===== src/rtl/assert_macros.svh =====
// assertion helpers, compiled out when SYNTH is defined
`ifndef ASSERT_MACROS_SVH
`define ASSERT_MACROS_SVH

`ifndef SYNTH
// same-cycle property, checked outside reset
`define ASSERT_NOW(lbl, clk, rst_n, prop, msg) \
	lbl: assert property (@(posedge clk) disable iff (!rst_n) prop) else $error(msg);
// antecedent now, consequent on the next clock
`define ASSERT_NEXT(lbl, clk, rst_n, ante, cons, msg) \
	lbl: assert property (@(posedge clk) disable iff (!rst_n) (ante) |=> (cons)) \
		else $error(msg);
`else
`define ASSERT_NOW(lbl, clk, rst_n, prop, msg)
`define ASSERT_NEXT(lbl, clk, rst_n, ante, cons, msg)
`endif

`endif


===== src/rtl/ps2dl_pkg.sv =====
`timescale 1ns / 1ps
`default_nettype none

package ps2dl_pkg;

	localparam int QUEUE_DEPTH = 16;
	localparam int QIDX_W = $clog2(QUEUE_DEPTH);
	localparam int QCNT_W = $clog2(QUEUE_DEPTH + 1);

	localparam logic [7:0] HOLDOFF_RESET = 8'd8;

	typedef enum logic [1:0] {
		CMD_EDGE  = 2'd0,
		CMD_TICK  = 2'd1,
		CMD_QUEUE = 2'd2,
		CMD_NOP   = 2'd3
	} cmd_t;

	typedef enum logic [1:0] {
		EDGE_NONE = 2'd0,
		EDGE_FALL = 2'd1,
		EDGE_RISE = 2'd2
	} edge_t;

	typedef enum logic [4:0] {
		PH_IDLE         = 5'd0,
		PH_PREP_START   = 5'd1,
		PH_SEND_START   = 5'd2,
		PH_PREP_BIT     = 5'd3,
		PH_SEND_BIT     = 5'd4,
		PH_PREP_PARITY  = 5'd5,
		PH_SEND_PARITY  = 5'd6,
		PH_PREP_STOP    = 5'd7,
		PH_SEND_STOP    = 5'd8,
		PH_HOLDOFF      = 5'd9,
		PH_HOST_INHIBIT = 5'd10,
		PH_WAIT_START   = 5'd11,
		PH_GET_START    = 5'd12,
		PH_WAIT_BIT     = 5'd13,
		PH_GET_BIT      = 5'd14,
		PH_GET_PARITY   = 5'd15,
		PH_WAIT_STOP    = 5'd16,
		PH_WAIT_ACK     = 5'd17,
		PH_GET_ACK      = 5'd18
	} phase_t;

	typedef struct packed {
		logic push;
		logic pop;
	} q_ctl_t;

	typedef struct packed {
		logic nonempty;
		logic full;
		logic full_next;
	} q_stat_t;

	typedef struct packed {
		logic       clk_drive;
		logic       data_drive;
		logic       timer_armed;
		logic [1:0] edge_watch;
		logic       rx_valid;
		logic [7:0] rx_byte;
		logic       tx_committed;
		logic       queue_full;
		logic [4:0] link_state;
	} res_t;

endpackage

`default_nettype wire


===== src/rtl/ps2dl_queue.sv =====
`timescale 1ns / 1ps
`default_nettype none
`include "assert_macros.svh"

module ps2dl_queue (
	input  wire logic              clk,
	input  wire logic              arst_n,
	input  wire ps2dl_pkg::q_ctl_t ctl,
	input  wire logic [7:0]        wr_data,
	output ps2dl_pkg::q_stat_t     stat,
	output logic [7:0]             head_data
);
	import ps2dl_pkg::*;

	logic [7:0]        mem_q [QUEUE_DEPTH];
	logic [QIDX_W-1:0] head_q;
	logic [QCNT_W-1:0] count_q;
	logic [QCNT_W-1:0] count_d;
	logic [QIDX_W:0]   slot_sum;
	logic [QIDX_W-1:0] wr_idx;
	logic [QIDX_W-1:0] head_inc;

	// tail slot wraps past the end of the ring
	always_comb begin
		slot_sum = {1'b0, head_q} + {1'b0, count_q[QIDX_W-1:0]};
		if (slot_sum >= (QIDX_W + 1)'(QUEUE_DEPTH)) begin
			slot_sum = slot_sum - (QIDX_W + 1)'(QUEUE_DEPTH);
		end
		wr_idx = slot_sum[QIDX_W-1:0];
		if (head_q == QIDX_W'(QUEUE_DEPTH - 1)) begin
			head_inc = '0;
		end else begin
			head_inc = head_q + QIDX_W'(1);
		end
	end

	always_comb begin
		count_d = count_q;
		if (ctl.push) begin
			count_d = count_q + QCNT_W'(1);
		end else if (ctl.pop) begin
			count_d = count_q - QCNT_W'(1);
		end
	end

	always_ff @(posedge clk or negedge arst_n) begin
		if (!arst_n) begin
			head_q  <= '0;
			count_q <= '0;
		end else begin
			count_q <= count_d;
			if (ctl.pop) begin
				head_q <= head_inc;
			end
		end
	end

	always_ff @(posedge clk) begin
		if (ctl.push) begin
			mem_q[wr_idx] <= wr_data;
		end
	end

	assign head_data      = mem_q[head_q];
	assign stat.nonempty  = (count_q != '0);
	assign stat.full      = (count_q == QCNT_W'(QUEUE_DEPTH));
	assign stat.full_next = (count_d == QCNT_W'(QUEUE_DEPTH));

	`ASSERT_NOW(a_count_bound, clk, arst_n, count_q <= QCNT_W'(QUEUE_DEPTH), "queue count overflow")
	`ASSERT_NOW(a_pop_nonempty, clk, arst_n, !ctl.pop || count_q != '0, "pop from empty queue")

endmodule

`default_nettype wire


===== src/rtl/ps2dl_fsm.sv =====
`timescale 1ns / 1ps
`default_nettype none
`include "assert_macros.svh"

module ps2dl_fsm (
	input  wire logic               clk,
	input  wire logic               arst_n,
	input  wire logic               step,
	input  wire ps2dl_pkg::cmd_t    cmd,
	input  wire logic               clk_line,
	input  wire logic               data_line,
	input  wire logic [7:0]         holdoff_ticks,
	input  wire ps2dl_pkg::q_stat_t qstat,
	input  wire logic [7:0]         head_data,
	output ps2dl_pkg::q_ctl_t       qctl,
	output ps2dl_pkg::res_t         res
);
	import ps2dl_pkg::*;

	phase_t     phase_q, phase_d;
	edge_t      edge_q, edge_d;
	logic [3:0] cnt_q, cnt_d;
	logic [7:0] shift_q, shift_d;
	logic       par_q, par_d;
	logic [7:0] hold_q, hold_d;
	logic       clk_q, clk_d;
	logic       dat_q, dat_d;
	logic       tmr_q, tmr_d;
	logic [7:0] hold_dec;
	logic       tick_en;

	assign tick_en  = step && (cmd == CMD_TICK) && tmr_q;
	assign hold_dec = hold_q - 8'd1;

	// next state
	always_comb begin
		phase_d = phase_q;
		edge_d  = edge_q;
		cnt_d   = cnt_q;
		shift_d = shift_q;
		par_d   = par_q;
		hold_d  = hold_q;
		clk_d   = clk_q;
		dat_d   = dat_q;
		tmr_d   = tmr_q;
		if (step) begin
			case (cmd)
				CMD_EDGE: begin
					if (edge_q != EDGE_NONE) begin
						edge_d = EDGE_NONE;
						if (phase_q == PH_IDLE || phase_q == PH_PREP_START) begin
							tmr_d   = 1'b0;
							edge_d  = EDGE_RISE;
							phase_d = PH_HOST_INHIBIT;
							dat_d   = 1'b1;
						end else if (phase_q == PH_HOST_INHIBIT) begin
							if (data_line) begin
								if (qstat.nonempty) begin
									tmr_d   = 1'b1;
									dat_d   = 1'b0;
									phase_d = PH_PREP_START;
								end else begin
									phase_d = PH_IDLE;
									tmr_d   = 1'b0;
									edge_d  = EDGE_FALL;
								end
							end else begin
								tmr_d   = 1'b1;
								phase_d = PH_WAIT_START;
							end
						end
					end
				end
				CMD_TICK: begin
					if (tmr_q) begin
						case (phase_q)
							PH_PREP_START: begin
								edge_d  = EDGE_NONE;
								clk_d   = 1'b0;
								phase_d = PH_SEND_START;
							end
							PH_SEND_START: begin
								clk_d = 1'b1;
								if (clk_line) begin
									dat_d   = head_data[0];
									par_d   = ~head_data[0];
									shift_d = {1'b0, head_data[7:1]};
									cnt_d   = 4'd1;
									phase_d = PH_PREP_BIT;
								end else begin
									shift_d = head_data;
									cnt_d   = 4'd0;
									par_d   = 1'b1;
									tmr_d   = 1'b0;
									edge_d  = EDGE_RISE;
									phase_d = PH_HOST_INHIBIT;
									dat_d   = 1'b1;
								end
							end
							PH_PREP_BIT, PH_PREP_PARITY, PH_PREP_STOP: begin
								clk_d = 1'b0;
								case (phase_q)
									PH_PREP_BIT:    phase_d = PH_SEND_BIT;
									PH_PREP_PARITY: phase_d = PH_SEND_PARITY;
									default:        phase_d = PH_SEND_STOP;
								endcase
							end
							PH_SEND_BIT: begin
								clk_d = 1'b1;
								if (!clk_line) begin
									tmr_d   = 1'b0;
									edge_d  = EDGE_RISE;
									phase_d = PH_HOST_INHIBIT;
									dat_d   = 1'b1;
								end else if (cnt_q == 4'd8) begin
									dat_d   = par_q;
									phase_d = PH_PREP_PARITY;
								end else begin
									dat_d   = shift_q[0];
									par_d   = par_q ^ shift_q[0];
									shift_d = {1'b0, shift_q[7:1]};
									cnt_d   = cnt_q + 4'd1;
									phase_d = PH_PREP_BIT;
								end
							end
							PH_SEND_PARITY: begin
								clk_d = 1'b1;
								if (clk_line) begin
									dat_d   = 1'b1;
									phase_d = PH_PREP_STOP;
								end else begin
									tmr_d   = 1'b0;
									edge_d  = EDGE_RISE;
									phase_d = PH_HOST_INHIBIT;
									dat_d   = 1'b1;
								end
							end
							PH_SEND_STOP: begin
								clk_d = 1'b1;
								if (!clk_line) begin
									tmr_d   = 1'b0;
									edge_d  = EDGE_RISE;
									phase_d = PH_HOST_INHIBIT;
									dat_d   = 1'b1;
								end else if (data_line) begin
									hold_d  = holdoff_ticks;
									phase_d = PH_HOLDOFF;
								end else begin
									phase_d = PH_WAIT_START;
								end
							end
							PH_WAIT_START: begin
								cnt_d   = 4'd0;
								shift_d = 8'd0;
								par_d   = 1'b1;
								if (data_line) begin
									// host released data: no request after all
									clk_d   = 1'b1;
									phase_d = PH_IDLE;
									tmr_d   = 1'b0;
									edge_d  = EDGE_FALL;
								end else begin
									clk_d   = 1'b0;
									phase_d = PH_GET_START;
								end
							end
							PH_GET_START: begin
								clk_d = 1'b1;
								if (clk_line) begin
									phase_d = PH_WAIT_BIT;
								end else begin
									tmr_d   = 1'b0;
									edge_d  = EDGE_RISE;
									phase_d = PH_HOST_INHIBIT;
									dat_d   = 1'b1;
								end
							end
							PH_WAIT_BIT: begin
								clk_d   = 1'b0;
								shift_d = {data_line, shift_q[7:1]};
								par_d   = par_q ^ data_line;
								cnt_d   = cnt_q + 4'd1;
								phase_d = PH_GET_BIT;
							end
							PH_GET_BIT: begin
								clk_d = 1'b1;
								if (!clk_line) begin
									tmr_d   = 1'b0;
									edge_d  = EDGE_RISE;
									phase_d = PH_HOST_INHIBIT;
									dat_d   = 1'b1;
								end else if (cnt_q == 4'd8) begin
									phase_d = PH_GET_PARITY;
								end else begin
									phase_d = PH_WAIT_BIT;
								end
							end
							PH_GET_PARITY: begin
								clk_d   = 1'b0;
								phase_d = PH_WAIT_STOP;
							end
							PH_WAIT_STOP: begin
								clk_d = 1'b1;
								if (!clk_line) begin
									tmr_d   = 1'b0;
									edge_d  = EDGE_RISE;
									phase_d = PH_HOST_INHIBIT;
									dat_d   = 1'b1;
								end else if (data_line) begin
									phase_d = PH_WAIT_ACK;
									dat_d   = 1'b0;
								end else begin
									// no stop bit yet, clock one more
									phase_d = PH_GET_PARITY;
								end
							end
							PH_WAIT_ACK: begin
								clk_d   = 1'b0;
								phase_d = PH_GET_ACK;
							end
							PH_GET_ACK: begin
								clk_d   = 1'b1;
								dat_d   = 1'b1;
								hold_d  = 8'd1;
								phase_d = PH_HOLDOFF;
							end
							PH_HOLDOFF: begin
								hold_d = hold_dec;
								if (hold_dec == 8'd0) begin
									if (!clk_line) begin
										tmr_d   = 1'b0;
										edge_d  = EDGE_RISE;
										phase_d = PH_HOST_INHIBIT;
										dat_d   = 1'b1;
									end else if (data_line) begin
										if (qstat.nonempty) begin
											tmr_d   = 1'b1;
											dat_d   = 1'b0;
											phase_d = PH_PREP_START;
										end else begin
											phase_d = PH_IDLE;
											tmr_d   = 1'b0;
											edge_d  = EDGE_FALL;
										end
									end else begin
										phase_d = PH_WAIT_START;
									end
								end
							end
							default: begin
								tmr_d = 1'b0;
							end
						endcase
					end
				end
				CMD_QUEUE: begin
					if (!qstat.full && phase_q == PH_IDLE) begin
						tmr_d   = 1'b1;
						dat_d   = 1'b0;
						phase_d = PH_PREP_START;
					end
				end
				default: begin
				end
			endcase
		end
	end

	// outputs
	always_comb begin
		qctl.push        = step && (cmd == CMD_QUEUE) && !qstat.full;
		qctl.pop         = tick_en && (phase_q == PH_SEND_STOP) && qstat.nonempty;
		res.clk_drive    = clk_d;
		res.data_drive   = dat_d;
		res.timer_armed  = tmr_d;
		res.edge_watch   = edge_d;
		res.rx_valid     = tick_en && (phase_q == PH_GET_ACK);
		res.rx_byte      = res.rx_valid ? shift_q : 8'd0;
		res.tx_committed = qctl.pop;
		res.queue_full   = qstat.full_next;
		res.link_state   = phase_d;
	end

	always_ff @(posedge clk or negedge arst_n) begin
		if (!arst_n) begin
			phase_q <= PH_IDLE;
			edge_q  <= EDGE_FALL;
			cnt_q   <= 4'd0;
			shift_q <= 8'd0;
			par_q   <= 1'b1;
			hold_q  <= 8'd0;
			clk_q   <= 1'b1;
			dat_q   <= 1'b1;
			tmr_q   <= 1'b0;
		end else begin
			phase_q <= phase_d;
			edge_q  <= edge_d;
			cnt_q   <= cnt_d;
			shift_q <= shift_d;
			par_q   <= par_d;
			hold_q  <= hold_d;
			clk_q   <= clk_d;
			dat_q   <= dat_d;
			tmr_q   <= tmr_d;
		end
	end

	`ASSERT_NEXT(a_rx_holdoff, clk, arst_n, res.rx_valid, phase_q == PH_HOLDOFF && hold_q == 8'd1, "receive did not enter holdoff")
	`ASSERT_NOW(a_commit_stop, clk, arst_n, !res.tx_committed || phase_q == PH_SEND_STOP, "commit outside stop bit")

endmodule

`default_nettype wire


===== src/rtl/ps2_device_link_engine.sv =====
`timescale 1ns / 1ps
`default_nettype none
`include "assert_macros.svh"

// PS/2 device-side link engine. Each input beat is one event: a CLK edge, a
// half-cycle timer tick, a byte to queue for sending (16-entry queue, a byte
// offered while full is dropped), or a no-op. Every beat yields exactly one
// result beat carrying the line drives, timer and edge requests, any received
// host byte, the commit flag, the queue-full flag and the protocol state. A
// beat is registered on entry and processed by the protocol state machine once
// the output slot is empty or draining, and its result is registered there.
// One beat is taken per clock while the output is not stalled. holdoff_ticks
// may only be written while no beat is in flight.
module ps2_device_link_engine (
	input  wire logic       clk,
	input  wire logic       arst_n,
	input  wire logic       cfg_wr_en,
	input  wire logic [7:0] cfg_wr_data,
	input  wire logic       in_valid,
	output logic            in_ready,
	input  wire logic [1:0] command,
	input  wire logic       clk_line,
	input  wire logic       data_line,
	input  wire logic [7:0] tx_byte,
	output logic            out_valid,
	input  wire logic       out_ready,
	output logic            clk_drive,
	output logic            data_drive,
	output logic            timer_armed,
	output logic [1:0]      edge_watch,
	output logic            rx_valid,
	output logic [7:0]      rx_byte,
	output logic            tx_committed,
	output logic            queue_full,
	output logic [4:0]      link_state
);
	import ps2dl_pkg::*;

	logic [7:0] holdoff_ticks_q;
	logic       v_s1;
	logic [1:0] cmd_s1;
	logic       clk_s1;
	logic       dat_s1;
	logic [7:0] byte_s1;
	logic       out_valid_q;
	res_t       res_q;
	res_t       res;
	q_ctl_t     qctl;
	q_stat_t    qstat;
	logic [7:0] head_data;
	logic       advance;

	// the step runs when the output slot is empty or draining this cycle
	assign advance  = v_s1 && (!out_valid_q || out_ready);
	assign in_ready = !v_s1 || advance;

	always_ff @(posedge clk or negedge arst_n) begin
		if (!arst_n) begin
			holdoff_ticks_q <= HOLDOFF_RESET;
			v_s1            <= 1'b0;
			out_valid_q     <= 1'b0;
		end else begin
			if (cfg_wr_en) begin
				holdoff_ticks_q <= cfg_wr_data;
			end
			if (in_ready) begin
				v_s1 <= in_valid;
			end
			if (advance) begin
				out_valid_q <= 1'b1;
			end else if (out_ready) begin
				out_valid_q <= 1'b0;
			end
		end
	end

	always_ff @(posedge clk) begin
		if (in_valid && in_ready) begin
			cmd_s1  <= command;
			clk_s1  <= clk_line;
			dat_s1  <= data_line;
			byte_s1 <= tx_byte;
		end
		if (advance) begin
			res_q <= res;
		end
	end

	ps2dl_queue u_queue (
		.clk       (clk),
		.arst_n    (arst_n),
		.ctl       (qctl),
		.wr_data   (byte_s1),
		.stat      (qstat),
		.head_data (head_data)
	);

	ps2dl_fsm u_fsm (
		.clk           (clk),
		.arst_n        (arst_n),
		.step          (advance),
		.cmd           (cmd_t'(cmd_s1)),
		.clk_line      (clk_s1),
		.data_line     (dat_s1),
		.holdoff_ticks (holdoff_ticks_q),
		.qstat         (qstat),
		.head_data     (head_data),
		.qctl          (qctl),
		.res           (res)
	);

	assign out_valid    = out_valid_q;
	assign clk_drive    = res_q.clk_drive;
	assign data_drive   = res_q.data_drive;
	assign timer_armed  = res_q.timer_armed;
	assign edge_watch   = res_q.edge_watch;
	assign rx_valid     = res_q.rx_valid;
	assign rx_byte      = res_q.rx_byte;
	assign tx_committed = res_q.tx_committed;
	assign queue_full   = res_q.queue_full;
	assign link_state   = res_q.link_state;

	`ASSERT_NOW(a_ready_when_free, clk, arst_n, out_valid_q || in_ready, "input stalled with empty output slot")
	`ASSERT_NEXT(a_cfg_taken, clk, arst_n, cfg_wr_en, holdoff_ticks_q == $past(cfg_wr_data), "config write lost")

endmodule

`default_nettype wire

===== config.mk =====
export PLATFORM = sky130hd
export DESIGN_NAME = ps2_device_link_engine
export DESIGN_NICKNAME = d
export VERILOG_FILES = /design/src/rtl/ps2dl_pkg.sv /design/src/rtl/ps2dl_queue.sv /design/src/rtl/ps2dl_fsm.sv /design/src/rtl/ps2_device_link_engine.sv
export VERILOG_INCLUDE_DIRS = /design/src /design/src/rtl
export SDC_FILE = /design/constraint.sdc
export NUM_CORES = 1
export LEC_CHECK = 0
export ABC_AREA = 1
export BUFFER_PORTS_ARGS = -buffer_cell sky130_fd_sc_hd__buf_2
export CORE_ASPECT_RATIO = 0.75
export CORE_MARGIN = 2
export CORE_UTILIZATION = 55
export CTS_BUF_LIST = sky130_fd_sc_hd__clkbuf_16
export CTS_CLUSTER_DIAMETER = 60
export DETAILED_ROUTE_END_ITERATION = 10
export PLACE_DENSITY = 0.69
export SLEW_MARGIN = 20
export SYNTH_ARGS = -nofsm -noshare
export SYNTH_HDL_FRONTEND = slang
export SYNTH_SLANG_ARGS = --single-unit

===== constraint.sdc =====
create_clock -name clk -period 4.9 [get_ports clk]
set_input_delay 0.49 -clock clk [delete_from_list [all_inputs] [get_ports clk]]
set_output_delay 0.49 -clock clk [all_outputs]
set_load 0.01 [all_outputs]

==> flow_metrics.py, run 1 <==
metrics = {
    "pwr": {
        "powerDensity_nw_per_um2": 528,
        "seqPwrFrac_pct": 42.1,
        "combPwrFrac_pct": 32.1,
        "power_switching_mw": 2.17,
        "finalPower_mw": 5.76,
        "vdd_ir_drop_max_mv": 0.299,
        "leakagePower_nw": 4.33,
        "switching_share_pct": 37.7,
        "pwr-share-clk_pct": 25.8,
        "p_int_mw": 3.59,
    },
    "final_layout": {
        "nets": 1054,
        "num_antenna_cells": 0,
        "syn2layout_area_growth_pct": 10.8,
        "mostFrequentLayoutCell": "nor2_1",
        "post-route-util_pct": 61.9,
        "n_fill_cell": 1432,
        "design_area_um2": 10900,
        "layout-drive-gt1-share_pct": 12.2,
        "stdcell_count": 1273,
        "final_cell_mix": "nor2_1, edfxtp_1, nand2_1",
    },
    "setup_path": {
        "crit_slowest_cell": "dfrtp_2",
        "critPathMaxFanout": 36,
        "critical_path_arrival_ns": 3.18,
        "crit_type": "flip-flop to flip-flop",
        "cp-end-kind": "flip-flop",
        "critPathMaxStageDelay_ns": 0.73,
        "crit_required_ns": 5.15,
        "crit_chain": "inv_1, buf_4, o21ai_0, o21ai_0, nand2_1, nand2_1, inv_1, nand2_1, o21ai_0, nand3_1, nand2_1, nand2_1, nand2_1, nand2_1",
        "path_common_cell": "nand2_1",
        "cp-start-kind": "flip-flop",
    },
    "clock_network": {
        "path_clk_slew_ns": 0.06,
        "cts_root_buf": "clkbuf_16",
        "cts_setup_buffers": 0,
        "htreeDepth": 1,
        "clock_sinks": 211,
        "cts-resized-gates": 0,
        "cts_buffers": 21,
        "cts.path.max_buffers": 3,
        "cts_tree": "done",
        "clock_latency_ns": 0.50,
        "holdBufCountCts": 0,
    },
    "floorplan": {
        "die_y_um": 120,
        "start_util_pct": 55.9,
        "coreArea_um2": 17600,
        "die_x_um": 158,
        "rows": 42,
        "dieArea_um2": 19000,
        "boundaryPins": 48,
    },
    "yosys": {
        "seq_area_frac_synth_pct": 61.9,
        "syn_inst": 972,
        "yosys_warnings": 0,
        "syn_area_um2": 9840,
        "syn_avg_cell_area_um2": 10.1,
        "ys_types": 48,
        "synthArstFlopShare_pct": 23.7,
        "synth_edf_count": 161,
        "syn-num-nets": 1009,
        "ys_seq_elements": 211,
        "synth-main-ff-cell": "edfxtp_1",
    },
    "routing": {
        "vias": 7346,
        "drt_iter0_markers": 973,
        "firstDrtPassIters": 6,
        "drc_errors": 0,
        "wl_per_cell_um": 18.5,
        "wirelength_um": 23500,
        "ant_nets": 0,
        "viasPerCell": 5.77,
    },
    "timing": {
        "period_share_pct": 59.9,
        "rsz0062_at_grt": "no",
        "final.setup.tns_ns": 0,
        "worstMarginPinSlew_ns": 0.871,
        "relSlewSlack_pct": 41.9,
        "hold_ws_ns": 0.0958,
        "hold_viol_final": 0,
        "setup_viol": 0,
        "timing.fmax_mhz": 341,
        "post-route-min-period_ns": 2.94,
        "drv_slew": 0,
        "setup_ws_ns": 1.96,
        "clock-skew-final_ns": 0.0136,
    },
    "grt": {
        "track_usage_pct": 25.6,
        "grt_max_degree": 51,
        "grt_pass1_vias": 6627,
        "grt-ovfl-total": 0,
        "antenna_found_initial": 0,
        "grt_pass1_wl_um": 37400,
    },
    "place": {
        "dpl-instance-area_um2": 10300,
        "dp_hpwl_um": 16100,
        "numPortBuffers": 47,
        "dp_cells": 1236,
        "place.gp.congestion": 0.967,
        "dp_slack_ns": 1.84,
    },
    "hold_path": {
        "hold_class": "input pin to asynchronous set/reset pin",
    },
    "run_status": {
        "status": "finished clean",
    },
    "flow_run": {
        "maxCapViolations": 0,
    },
}
[path summary, 6_finish.rpt]
kind | cells after the start | endpoint | startpoint | slack [ns]
hold / removal | 2 | u_fsm.phase_q[0] | arst_n | 0.1
setup / recovery | 14 | data_drive | u_queue.head_q[0] | 1.96
setup reg to reg | 14 | data_drive | u_queue.head_q[0] | 1.96
min in group clk | 1 | clk_s1 | clk_line | 0.16
hold reg to reg | 2 | u_fsm.par_q | u_fsm.par_q | 0.50
max in group asynchronous | 2 | u_queue.head_q[0] | arst_n | 4.30
[cell usage after synthesis, types with 2 or more instances]
| cell | instances | share of area [%] |
|---|---|---|
| a221oi_1 | 2 | 0.18 |
| dfstp_2 | 5 | 1.3 |
| o21ai_1 | 5 | 0.25 |
| inv_4 | 2 | 0.13 |
| mux2_2 | 6 | 0.69 |
| nor2_1 | 165 | 6.3 |
| nand2_1 | 151 | 5.8 |
| a21oi_1 | 27 | 1.4 |
| nand2_2 | 4 | 0.25 |
| xor2_1 | 6 | 0.53 |
| edfxtp_1 | 161 | 49 |
| nor2_2 | 2 | 0.13 |
| nor3_1 | 8 | 0.41 |
| o21ai_0 | 98 | 5.0 |
| o211ai_1 | 15 | 1.1 |
| buf_2 | 10 | 0.51 |
| a22oi_1 | 5 | 0.38 |
| inv_2 | 9 | 0.34 |
| nand3_1 | 49 | 2.5 |
| clkbuf_1 | 16 | 0.61 |
| o31ai_1 | 2 | 0.15 |
| inv_1 | 83 | 3.2 |
| nor2_4 | 5 | 0.57 |
| a211oi_1 | 2 | 0.15 |
| buf_4 | 3 | 0.23 |
| a21oi_2 | 2 | 0.18 |
| buf_6 | 2 | 0.23 |
| nand4_1 | 15 | 0.95 |
| xnor2_1 | 4 | 0.36 |
| a31oi_1 | 2 | 0.13 |
| dfrtp_1 | 45 | 11 |
| o221ai_1 | 7 | 0.62 |
| ha_1 | 11 | 1.4 |
| o22ai_1 | 29 | 1.8 |
[flip-flops by register name, summed over array words and instances (netlist names), 4 cells and up]
signal and count:
u_queue.mem_q 128, u_queue.count_q 5, rx_byte 8, u_fsm.shift_q 8
u_queue.head_q 4, link_state 5, byte_s1 8, holdoff_ticks_q 8
u_fsm.cnt_q 4, u_fsm.hold_q 8, u_fsm.phase_q 5
[layout make-up]
type,count,area (um^2),area share [%]
Clock inverter,16,104,0.953
Tap cell,242,303,2.78
Inverter,95,362,3.32
Sequential cell,211,6090,55.9
Multi-Input combinational cell,635,3230,29.7
Clock buffer,21,526,4.82
Timing Repair Buffer,53,280,2.57
[critical path: cells and delay by family, from the launching register on]
kind	cells	cell delay (ns)
simple gates	8	0.56
flops	1	0.73
compound gates	3	0.43
buf+inv	3	0.95
[power by group through the flow]
stage / Clock, mW / Sequential (mW) / Combinational, mW
2_1_floorplan: 0 / 2.36 / 1.40
3_5_place_dp: 0 / 2.45 / 1.79
4_1_cts: 1.50 / 2.42 / 1.80
3_3_place_gp: 0 / 2.45 / 1.79
6_report: 1.48 / 2.42 / 1.85
5_1_grt: 1.58 / 2.46 / 2.07
[per-layer routing]
layer  global-route usage (%)  vias to the layer above  wire, um  part of all wire (%)
li1                         -                     3470         -                     -
met1                     44.6                     3447     11600                    49
met2                     32.3                      393      9040                    38
met3                     5.34                       36      2410                    10
met4                     5.41                        0       498                   2.1
met5                        0                        -         0                     0
[logic make-up after synthesis]
logic type | Yosys count | synth area share [%]
buffers and inverters | 126 | 5.25
adder cells (fa/ha/maj) | 12 | 1.60
XOR/XNOR | 10 | 0.890
AND/OR/NAND/NOR | 404 | 17.4
flip-flops | 211 | 61.9
AO/OA/AOI/OAI | 203 | 12.3
multiplexers | 6 | 0.686
Power figures use the tool's default switching activity.
==> run 2, diff against run 1 <==
==> constraint.sdc (replaced) <==
create_clock -name clk -period 2.76 [get_ports clk]
set_input_delay 0.276 -clock clk [delete_from_list [all_inputs] [get_ports clk]]
set_output_delay 0.276 -clock clk [all_outputs]
set_load 0.01 [all_outputs]
==> run 2 against run 1 <==
Net effect: first-iteration DRC count decreased by 0.41%; final area rose by 3.8%; total power rose by 81%; final cell count up 3.4%; critical path type unchanged.
==> flow_metrics.py, run 2 (synthesis gave the netlist of run 1 again) <==
metrics = {
    "hold_path": {
        "hold_path_end": "holdoff_ticks_q[0]",
        "hold_depth": 2,
        "hold_class": "input pin to flip-flop",
        "hp-start": "cfg_wr_data[0]",
    },
    "setup_path": {
        "r2r-end": "link_state[2]",
        "cp-end-kind": "flip-flop",
        "crit_required_ns": 2.99,
        "cp-start-kind": "flip-flop",
        "timing.rr.start": "u_fsm.phase_q[3]",
        "rr_worst_depth": 9,
        "r2r_setup_slack_ns": 0.27,
        "critPathMaxFanout": 8,
        "critical_path_arrival_ns": 2.72,
        "crit_type": "flip-flop to flip-flop",
        "cp-startpoint": "u_fsm.phase_q[3]",
    },
    "pwr": {
        "vdd_ir_drop_max_mv": 0.620,
        "powerDensity_nw_per_um2": 923,
        "leakagePower_nw": 4.54,
    },
    "routing": {
        "drc_errors": 0,
        "drt_iter0_markers": 969,
        "wl_per_cell_um": 18.0,
        "ant_nets": 0,
        "vias": 7514,
        "firstDrtPassIters": 6,
        "wirelength_um": 23700,
        "viasPerCell": 5.71,
    },
    "place": {
        "numPortBuffers": 47,
        "dp_slack_ns": 0.237,
        "dp_hpwl_um": 16400,
        "place.gp.congestion": 0.934,
        "dpl-instance-area_um2": 10500,
    },
    "clock_network": {
        "path_clk_slew_ns": 0.06,
        "cts_setup_buffers": 0,
        "cts_buffers": 22,
        "cts.path.max_buffers": 3,
        "cts_tree": "done",
        "htreeDepth": 1,
        "clock_latency_ns": 0.50,
        "clock_sinks": 211,
        "cts_root_buf": "clkbuf_16",
    },
    "final_layout": {
        "mostFrequentLayoutCell": "nor2_1",
        "design_area_um2": 11300,
        "largest_register_ffs": 128,
        "num_antenna_cells": 0,
        "syn2layout_area_growth_pct": 14.9,
        "nets": 1096,
        "final_cell_mix": "nor2_1, edfxtp_1, nand2_1",
        "post-route-util_pct": 64.3,
        "layout-drive-gt1-share_pct": 14.0,
        "regMostFlops": "u_queue.mem_q",
    },
    "timing": {
        "final.setup.tns_ns": 0,
        "worstMarginPinSlew_ns": 0.974,
        "timing.fmax_mhz": 401,
        "rsz0062_at_grt": "no",
        "hold_viol_final": 0,
        "period_share_pct": 90.3,
        "relSlewSlack_pct": 35.1,
        "setup_viol": 0,
        "post-route-min-period_ns": 2.49,
        "setup_ws_ns": 0.269,
        "clock-skew-final_ns": 0.0133,
        "drv_slew": 0,
    },
    "run_status": {
        "status": "finished clean",
    },
    "floorplan": {
        "boundaryPins": 48,
        "die_x_um": 158,
        "dieArea_um2": 19000,
        "coreArea_um2": 17600,
        "start_util_pct": 55.9,
        "die_y_um": 120,
        "rows": 42,
    },
    "grt": {
        "track_usage_pct": 25.7,
        "grt_pass1_vias": 6797,
        "antenna_found_initial": 0,
        "grt_pass1_wl_um": 37400,
        "grt_max_degree": 68,
        "grt-ovfl-total": 0,
    },
    "flow_run": {
        "maxCapViolations": 0,
    },
}
## run 2: cell count changes in the layout (fill, tap and decap cells not counted)
cell           change
nor2_2             +1
nor2_1             -1
clkinv_1           +5
inv_1              -3
dlygate4sd3_1     +18
clkinvlp_4         -1
inv_6              -1
clkbuf_16          +2
buf_4             +22
buf_12             +1
## run 2: worst max path at each step
stage	endpoint	slack, ns	cells past startpoint
after global placement	link_state[3]	0.22	15
final	link_state[2]	0.27	9
after CTS	link_state[3]	0.22	15
after global routing	link_state[3]	0.06	15
after detailed placement	link_state[3]	0.24	15
after floorplan	queue_full	0.17	9
## run 2: critical path, cell delays in order, from the launching register on
cell	delay, ns
dfrtp_1	0.48
nor2_2	0.29
nand3_1	0.25
nand2_1	0.15
inv_1	0.06
nand2_1	0.13
nor2_1	0.07
nand3_1	0.13
nand2_2	0.13
o31ai_1	0.51
## run 2: layer usage
metal / track usage (%) / vias up / part of all wire, %
met5: 0 / - / 0
met4: 4.84 / 0 / 1.8
met3: 6.32 / 41 / 10
met2: 33.8 / 359 / 40
met1: 43.0 / 3549 / 48
li1: - / 3565 / -
## run 2: power breakdown
part           internal, mW  leakage (nW)  switching, mW
clock                  1.59         0.344           1.16
sequential             3.87          2.05          0.385
combinational          1.09          2.15           2.33
## run 2: layout make-up
class	instances	area [um^2]
fill	1409	6290
inverter	95	362
clock inverter	16	95.1
tap	242	303
timing repair buffer	94	646
clock buffer	23	576
sequential	211	6090
multi-input combinational	635	3240
## run 2: timing repair
item	in CTS	in global routing
setup endpoints to repair	0	1
endpoints found under the hold margin	51	0
hold buffers	18	0
gates resized for setup	0	1
## run 2: stage by stage
step / power [mW] / hold WS [ns] / instances
finish: 10.4 / 0.0119 / 1316
global route: 11.0 / 0.00895 / 1316
CTS: 10.4 / 0.00106 / 1316
detailed placement: 7.63 / 0.454 / 1259
global placement: 7.59 / 0.452 / 1259
floorplan: 6.67 / -0.0196 / 972
